`config.mk`:
```
export PLATFORM = sky130hd
export DESIGN_NAME = multi_slot_eased_fade_engine
export DESIGN_NICKNAME = d
export VERILOG_FILES = /design/src/sv/msfade_pkg.sv /design/src/sv/multi_slot_eased_fade_engine.sv
export SDC_FILE = /design/constraint.sdc
export NUM_CORES = 2
export LEC_CHECK = 0
export ABC_AREA = 0
export BUFFER_PORTS_ARGS = -buffer_cell sky130_fd_sc_hd__buf_4
export CAP_MARGIN = 20
export CORE_MARGIN = 1.5
export CORE_UTILIZATION = 65
export DETAILED_ROUTE_END_ITERATION = 8
export PLACE_DENSITY = 0.82
export SLEW_MARGIN = 5
export SYNTH_ARGS = -nofsm -noshare
export SYNTH_HDL_FRONTEND = slang
export SYNTH_SLANG_ARGS = --single-unit
```
`constraint.sdc`:
```
create_clock -name clk -period 15.9 [get_ports clk]
set_clock_uncertainty 0.2 [all_clocks]
set_input_delay 2.385 -clock clk [delete_from_list [all_inputs] [get_ports clk]]
set_output_delay 2.385 -clock clk [all_outputs]
set_load 0.05 [all_outputs]
```
`src/sv/msfade_pkg.sv`:
```
// ----------------------------------------------------------------------------
// msfade_pkg
// Types and constants shared by the multi-slot eased fade engine.
// ----------------------------------------------------------------------------
package msfade_pkg;

  localparam int SLOTS_DEF       = 16;
  localparam int ALPHA_FRAC_BITS = 12;
  localparam int ALPHA_W         = 13;
  localparam logic [ALPHA_W-1:0] ALPHA_ONE = ALPHA_W'(1 << ALPHA_FRAC_BITS);
  localparam logic [16:0] Q_ONE  = 17'd65536;
  localparam logic [16:0] Q_HALF = 17'd32768;
  localparam int LEN_W           = 26;
  localparam int US_PER_MS       = 1000;
  localparam int SLOTS_IN_USE_RST = 16;

  localparam logic OP_START = 1'b0;
  localparam logic OP_TICK  = 1'b1;

  localparam logic [1:0] EASE_LINEAR   = 2'd0;
  localparam logic [1:0] EASE_OUT_QUAD = 2'd1;
  localparam logic [1:0] EASE_IO_CUBIC = 2'd2;

  typedef enum logic [2:0] {
    ST_IDLE,
    ST_SCAN,
    ST_DIV,
    ST_MUL1,
    ST_MUL2,
    ST_EASE,
    ST_BLEND,
    ST_EMIT
  } state_t;

  typedef struct packed {
    logic        opcode;
    logic [3:0]  slot;
    logic [12:0] target_alpha;
    logic [15:0] duration_ms;
    logic [1:0]  easing;
    logic [31:0] now_us;
  } req_t;

  typedef struct packed {
    logic [3:0]  which_slot;
    logic [12:0] alpha_now;
    logic        finished;
    logic [4:0]  active_count;
    logic        last;
  } rsp_t;

endpackage

```
`src/sv/multi_slot_eased_fade_engine.sv`:
```
// ----------------------------------------------------------------------------
// multi_slot_eased_fade_engine
// Bank of fade slots that move an alpha toward a target along an easing curve.
// ----------------------------------------------------------------------------
// Usage: a request on the input channel either starts a transition on one
// slot (opcode 0) or is a frame tick (opcode 1). A start is taken while
// idle and produces nothing. A tick walks the enabled slots in index order
// and sends one result per active slot on the output channel, the final
// one flagged with last. The input is not ready while a tick is being walked.
// Steps of a tick: each enabled slot is visited in a scan state, and one
// more scan ends the walk; an active slot then runs the shared restoring
// divider (skipped when it finishes), two or three passes through the shared
// multiplier, an easing state and an emit state. Most of a tick's time is
// spent in the divider iterations.
// While the receiver stalls, the result is held on the output and the walk
// pauses. Reset clears all slots, the active count, and sets slots_in_use
// to 16; the block is ready in the cycle after reset.
// ----------------------------------------------------------------------------
module multi_slot_eased_fade_engine #(
  parameter int SLOTS = msfade_pkg::SLOTS_DEF
) (
  input  logic              clk,
  input  logic              rst,
  input  logic              in_valid,
  output logic              in_ready,
  input  msfade_pkg::req_t  in_data,
  output logic              out_valid,
  input  logic              out_ready,
  output msfade_pkg::rsp_t  out_data,
  input  logic              cfg_we,
  input  logic [4:0]        cfg_data
);
  import msfade_pkg::*;

  localparam int IW = (SLOTS > 1) ? $clog2(SLOTS) : 1;
  localparam int CW = $clog2(SLOTS + 1);

  state_t state, state_next;

  logic [ALPHA_W-1:0] start_alpha [SLOTS];
  logic [ALPHA_W-1:0] goal_alpha  [SLOTS];
  logic [ALPHA_W-1:0] shown_alpha [SLOTS];
  logic [31:0]        start_time  [SLOTS];
  logic [LEN_W-1:0]   length_us   [SLOTS];
  logic [1:0]         curve_kind  [SLOTS];
  logic [SLOTS-1:0]   slot_active;
  logic [CW-1:0]      running_count;
  logic [4:0]         slots_in_use;

  logic [CW-1:0]      idx;
  logic [31:0]        now_reg;
  logic [LEN_W:0]     rem;
  logic [LEN_W-1:0]   len_reg;
  logic [15:0]        quot;
  logic [4:0]         div_cnt;
  logic [16:0]        t_reg;
  logic [16:0]        e_reg;
  logic               done_reg;
  logic [50:0]        prod;

  logic [IW-1:0]      cur;
  logic [IW-1:0]      st_idx;
  logic               walk_end;
  logic [31:0]        elapsed;
  logic               slot_done;
  logic [LEN_W:0]     rem_sh;
  logic               div_last;
  logic [16:0]        base;
  logic [33:0]        mul_a;
  logic [16:0]        mul_b;
  logic [ALPHA_W-1:0] diff;
  logic               rising;
  logic [ALPHA_W-1:0] step;
  logic [ALPHA_W-1:0] new_alpha;
  logic               more_after;
  logic [ALPHA_W-1:0] tgt_clamped;
  logic               start_ok;
  logic [CW-1:0]      count_after;

  assign cur      = idx[IW-1:0];
  assign st_idx   = IW'(in_data.slot);
  assign walk_end = (int'(idx) >= SLOTS) || (int'(idx) >= int'(slots_in_use));
  assign elapsed  = now_reg - start_time[cur];
  assign slot_done = (length_us[cur] == '0) ||
                     (elapsed >= 32'(length_us[cur]));
  assign rem_sh   = {rem[LEN_W-1:0], 1'b0};
  assign div_last = (div_cnt == 5'd15);
  assign start_ok = (int'(in_data.slot) < SLOTS) &&
                    (int'(in_data.slot) < int'(slots_in_use));
  assign tgt_clamped = (in_data.target_alpha > ALPHA_ONE) ? ALPHA_ONE
                                                          : in_data.target_alpha;

  // Operand of the easing polynomial for the current curve.
  always_comb begin
    case (curve_kind[cur])
      EASE_OUT_QUAD: base = Q_ONE - t_reg;
      EASE_IO_CUBIC: base = (t_reg < Q_HALF) ? t_reg
                                             : 17'((Q_ONE - t_reg) << 1);
      default:       base = t_reg;
    endcase
  end

  assign rising = goal_alpha[cur] >= start_alpha[cur];
  assign diff   = rising ? (goal_alpha[cur] - start_alpha[cur])
                         : (start_alpha[cur] - goal_alpha[cur]);
  assign step   = ALPHA_W'(prod[50:16]);
  assign new_alpha = rising ? (start_alpha[cur] + step) : (start_alpha[cur] - step);
  assign count_after = (done_reg && running_count != '0) ? running_count - 1'b1
                                                         : running_count;

  // Any further active, enabled slot after the current one.
  always_comb begin
    more_after = 1'b0;
    for (int j = 0; j < SLOTS; j++) begin
      if (j > int'(idx) && j < int'(slots_in_use) && slot_active[j])
        more_after = 1'b1;
    end
  end

  // Next state.
  always_comb begin
    state_next = state;
    case (state)
      ST_IDLE:  if (in_valid && in_data.opcode == OP_TICK) state_next = ST_SCAN;
      ST_SCAN: begin
        if (walk_end)               state_next = ST_IDLE;
        else if (!slot_active[cur]) state_next = ST_SCAN;
        else if (slot_done)         state_next = ST_MUL1;
        else                        state_next = ST_DIV;
      end
      ST_DIV:   if (div_last) state_next = ST_MUL1;
      ST_MUL1:  state_next = (curve_kind[cur] == EASE_IO_CUBIC) ? ST_MUL2 : ST_EASE;
      ST_MUL2:  state_next = ST_EASE;
      ST_EASE:  state_next = ST_BLEND;
      ST_BLEND: state_next = ST_EMIT;
      ST_EMIT:  if (out_ready) state_next = ST_SCAN;
      default:  state_next = ST_IDLE;
    endcase
  end

  // Outputs and multiplier operand selection.
  always_comb begin
    in_ready  = (state == ST_IDLE);
    out_valid = (state == ST_EMIT);
    mul_a = 34'(base);
    mul_b = base;
    case (state)
      ST_MUL2:  mul_a = prod[33:0];
      ST_BLEND: begin
        mul_a = 34'(diff);
        mul_b = e_reg;
      end
      default: ;
    endcase
  end

  always_ff @(posedge clk) begin
    if (rst) begin
      state         <= ST_IDLE;
      slot_active   <= '0;
      running_count <= '0;
      slots_in_use  <= 5'(SLOTS_IN_USE_RST);
      idx           <= '0;
      for (int k = 0; k < SLOTS; k++) begin
        start_alpha[k] <= '0;
        goal_alpha[k]  <= '0;
        shown_alpha[k] <= '0;
        start_time[k]  <= '0;
        length_us[k]   <= '0;
        curve_kind[k]  <= EASE_LINEAR;
      end
    end else begin
      state <= state_next;
      if (cfg_we) slots_in_use <= cfg_data;

      case (state)
        ST_IDLE: begin
          idx     <= '0;
          now_reg <= in_data.now_us;
          if (in_valid && in_data.opcode == OP_START && start_ok) begin
            start_alpha[st_idx] <= shown_alpha[st_idx];
            goal_alpha[st_idx]  <= tgt_clamped;
            start_time[st_idx]  <= in_data.now_us;
            length_us[st_idx]   <= LEN_W'(in_data.duration_ms * US_PER_MS);
            curve_kind[st_idx]  <= in_data.easing;
            slot_active[st_idx] <= (shown_alpha[st_idx] != tgt_clamped);
            if (shown_alpha[st_idx] != tgt_clamped && !slot_active[st_idx])
              running_count <= running_count + 1'b1;
            else if (shown_alpha[st_idx] == tgt_clamped && slot_active[st_idx] &&
                     running_count != '0)
              running_count <= running_count - 1'b1;
          end
        end
        ST_SCAN: begin
          if (!walk_end) begin
            if (!slot_active[cur]) idx <= idx + 1'b1;
            done_reg <= slot_done;
            t_reg    <= Q_ONE;
            rem      <= {1'b0, elapsed[LEN_W-1:0]};
            len_reg  <= length_us[cur];
            div_cnt  <= '0;
          end
        end
        ST_DIV: begin
          // Restoring division, one quotient bit per cycle.
          if (rem_sh >= {1'b0, len_reg}) begin
            rem  <= rem_sh - {1'b0, len_reg};
            quot <= {quot[14:0], 1'b1};
          end else begin
            rem  <= rem_sh;
            quot <= {quot[14:0], 1'b0};
          end
          div_cnt <= div_cnt + 1'b1;
          if (div_last)
            t_reg <= {1'b0, quot[14:0], (rem_sh >= {1'b0, len_reg})};
        end
        ST_MUL1, ST_MUL2, ST_BLEND: prod <= 51'(mul_a * mul_b);
        ST_EASE: begin
          case (curve_kind[cur])
            EASE_OUT_QUAD: e_reg <= Q_ONE - 17'(prod >> 16);
            EASE_IO_CUBIC: e_reg <= (t_reg < Q_HALF) ? 17'(prod >> 30)
                                                     : Q_ONE - 17'(prod >> 33);
            default:       e_reg <= t_reg;
          endcase
        end
        ST_EMIT: begin
          if (out_ready) idx <= idx + 1'b1;
        end
        default: ;
      endcase

      // The blended alpha and the count are committed when the result is taken.
      if (state == ST_EMIT && out_ready) begin
        shown_alpha[cur] <= out_data.alpha_now;
        if (done_reg) begin
          slot_active[cur] <= 1'b0;
          running_count    <= count_after;
        end
      end
    end
  end

  always_comb begin
    out_data.which_slot   = 4'(idx);
    out_data.alpha_now    = new_alpha;
    out_data.finished     = done_reg;
    out_data.active_count = 5'(count_after);
    out_data.last         = !more_after;
  end

endmodule

```
==> impl_metrics.csv <==
group,metric,value,unit
grt,grt_pass1_vias,73270,
grt,grt_usage,38.74,%
route,vias,72640,
setup_path,path_buf_inv,4,
pwr,ir_drop,0.2432,mV
route,wire_per_inst,29.66,um
status,violations,"design-rule violations",
logic_synthesis,synth-edff-count,1722,
logic_synthesis,synth_area,104500,um^2
setup_path,cp.arrival,14.23,ns
final_layout,regMostFlops,"start_time",
worst_hold_path,hold_class,"register to register",
pwr,seqPwrFrac,36.9,%
run,cap_violations,0,
setup_path,critical_path_peak_fanout,85,
timing,worstMarginPinSlew,1.244,ns
pwr,internal-power,9.446,mW
die,core,158900,um^2
die,ios,104,
logic_synthesis,synthTopCellsByCount,"edfxtp_1 (1722), nor2_1 (1196), inv_1 (828)",
timing,fmax,72.01,MHz
cts,clk_pin_slew,0.06,ns
route,first_pass_iters,9,
grt,grt.overflow.total,0,
setup_path,required,16.24,ns
route,vias_per_cell,6.853,
cts,htree_num_levels,4,
logic_synthesis,netlist.area_leader.share,49.49,%
final_layout,drive_above_1_share,12.97,%
logic_synthesis,synth_seq_cells,1760,
die,die_w,404.0,um
logic_synthesis,synth_area_per_cell,12.23,um^2
place,portBuffers,103,
setup_path,critPathTopFamily,"compound AO/OA/AOI/OAI gates",
logic_synthesis,ys_top_cells_by_area,"edfxtp_1 (49%), fa_1 (10%), mux4_2 (9.8%), nor2_1 (4.3%), ha_1 (3.7%)",
setup_path,reg2reg_slack,2.01,ns
die,die_h,404.0,um
grt,antenna_found_initial,11,
cts,clk_path_buf_depth,3,
logic_synthesis,yosys_warnings,0,
logic_synthesis,synthArstFlopShare,0,%
pwr,comb_power_share,35.6,%
die,die-area,163200,um^2
timing,finalSetupViolCount,0,
final_layout,finalNetCount,9307,
logic_synthesis,yosysSeqAreaShare,50.21,%
logic_synthesis,synth_top_flop_cell,"edfxtp_1",
logic_synthesis,synth.largest_area_cell,"edfxtp_1",
cts,cts_tree,"yes",
grt,grt_max_degree,107,
route,detail_route.iter0.violations,11630,
timing,fin_crit_sh,87.33,%
cts,holdBufCountCts,0,
final_layout,area_growth,7.929,%
timing,max-slew-margin-rel,17.09,%
die,start_util,65.75,%
final_layout,utilization,70.96,%
cts,clock-sinks,1760,
final_layout,largest_reg_flops,512,
pwr,clkPwrFrac,27.5,%
pwr,p_per_area,130.7,nW/um^2
cts,post_cts_buffers,0,
final_layout,fin_area,112800,um^2
setup_path,critPathLaunchType,"register",
final_layout,top_regs,"start_time (512), length_us (368)",
setup_path,slowest_stage,"o311ai_0",
timing,finalHoldViolations,0,
timing,final_max_slew_viol_count,0,
grt,grt_pass1_wl,461.5,mm
setup_path,path_class,"register to register",
timing,final.setup.tns,0,ns
place,dpl-instance-area,107200,um^2
logic_synthesis,syn_nets,9467,
cts,cts_buffers,169,
pwr,p_switching,5.298,mW
route,drc,2,
logic_synthesis,yosysMostFrequentCell,"edfxtp_1",
logic_synthesis,syn_inst,8543,
route,routed_wl,314.4,mm
cts,clock_latency,0.84,ns
status,status,"complete, but fails checks",
die,rows,146,
route,ant_nets,0,
pwr,power,14.74,mW
logic_synthesis,synth_cell_type_count,94,
pwr,leakage,44.31,nW
place,place.gp.congestion,0.9621,
pwr,sw_frac_of_total,35.94,%
timing,min_period,13.89,ns
place,hpwlAfterDp,187.4,mm
setup_path,cp-end-kind,"register",
setup_path,slowest_delay,0.93,ns
setup_path,crit_top_cell,"fa_1",
cts,cts-resized-gates,0,
cts,clockRootBuffer,"clkbuf_16",
timing,rsz0062_at_grt,"no",
per-layer routing:
metal / share of wire [%] / track usage, % / vias to the layer above
met5: 0.11 / 0 / -
met4: 5.6 / 19.24 / 16
li1: - / - / 29350
met3: 15 / 11.18 / 1274
met2: 46 / 60.02 / 6290
met1: 33 / 50.52 / 35710
stage by stage:
| step | hold slack (ns) | worst slack [ns] | std cells |
|---|---|---|---|
| floorplan | 0.2174 | 4.406 | 8543 |
| global placement | 0.2230 | 2.707 | 10270 |
| detailed placement | 0.2243 | 2.558 | 10280 |
| CTS | 0.2366 | 2.473 | 10580 |
| global route | 0.2483 | 1.507 | 10590 |
| finish | 0.2380 | 2.014 | 10600 |
cells by family after synthesis:
group | after synthesis | synth area share, %
compound gates | 756 | 4.666
xor+xnor | 200 | 1.684
fa+ha+maj | 847 | 14.00
buf+inv | 1430 | 5.325
flops | 1760 | 50.21
mux | 537 | 10.63
simple gates | 3013 | 13.48
cells in the final DEF, fill, tap and decap left out, drive strengths merged, types with 27 or more instances in the layout:
master and instances:
fa 537, xnor2 123, nor2 1199, and2 502
buf 266, mux2i 64, inv 840, a21oi 203
nor3 102, o21ai 185, clkbuf 210, mux4 455
nand2b 36, nand2 673, ha 309, and3 267
clkinv 74, a21o 72, or3 27, o21a 32
nand3 67, xor2 77, nor2b 37, dfxtp 38
a22oi 48, edfxtp 1722
power by group through the flow:
stage / sequential, mW / combinational (mW) / clock, mW
floorplan: 5.54 / 3.55 / 0
global placement: 5.52 / 4.88 / 0
detailed placement: 5.53 / 4.96 / 0
CTS: 5.44 / 5.06 / 4.03
global route: 5.45 / 5.68 / 4.20
finish: 5.44 / 5.25 / 4.05
worst register-to-register path, delay by kind of cell (launching register included):
family                   cells  cell delay (ns)
buffers and inverters        4             0.76
adder cells (fa/ha/maj)      8             3.96
AO/OA/AOI/OAI               10             4.61
AND/OR/NAND/NOR              4             0.96
multiplexers                 4             1.79
XOR/XNOR                     2             0.57
flip-flops                   1             0.75
path summary, 6_finish.rpt:
check,start,depth (start not counted),to
hold / removal,quot[10],0,quot[11]
hold reg to reg,quot[10],0,quot[11]
setup / recovery,register,32,prod[49]
setup reg to reg,register,32,prod[49]
cell type report:
cell class	count	area [um^2]
Sequential cell	1760	52490
Timing Repair Buffer	266	2063
Fill cell	10050	46150
Multi-Input combinational cell	5353	47020
Clock inverter	97	987.2
Inverter	833	3132
Clock buffer	210	4478
Tap cell	2072	2592
Antenna cell	9	22.52
No activity file was read; power rests on OpenSTA's default activity.
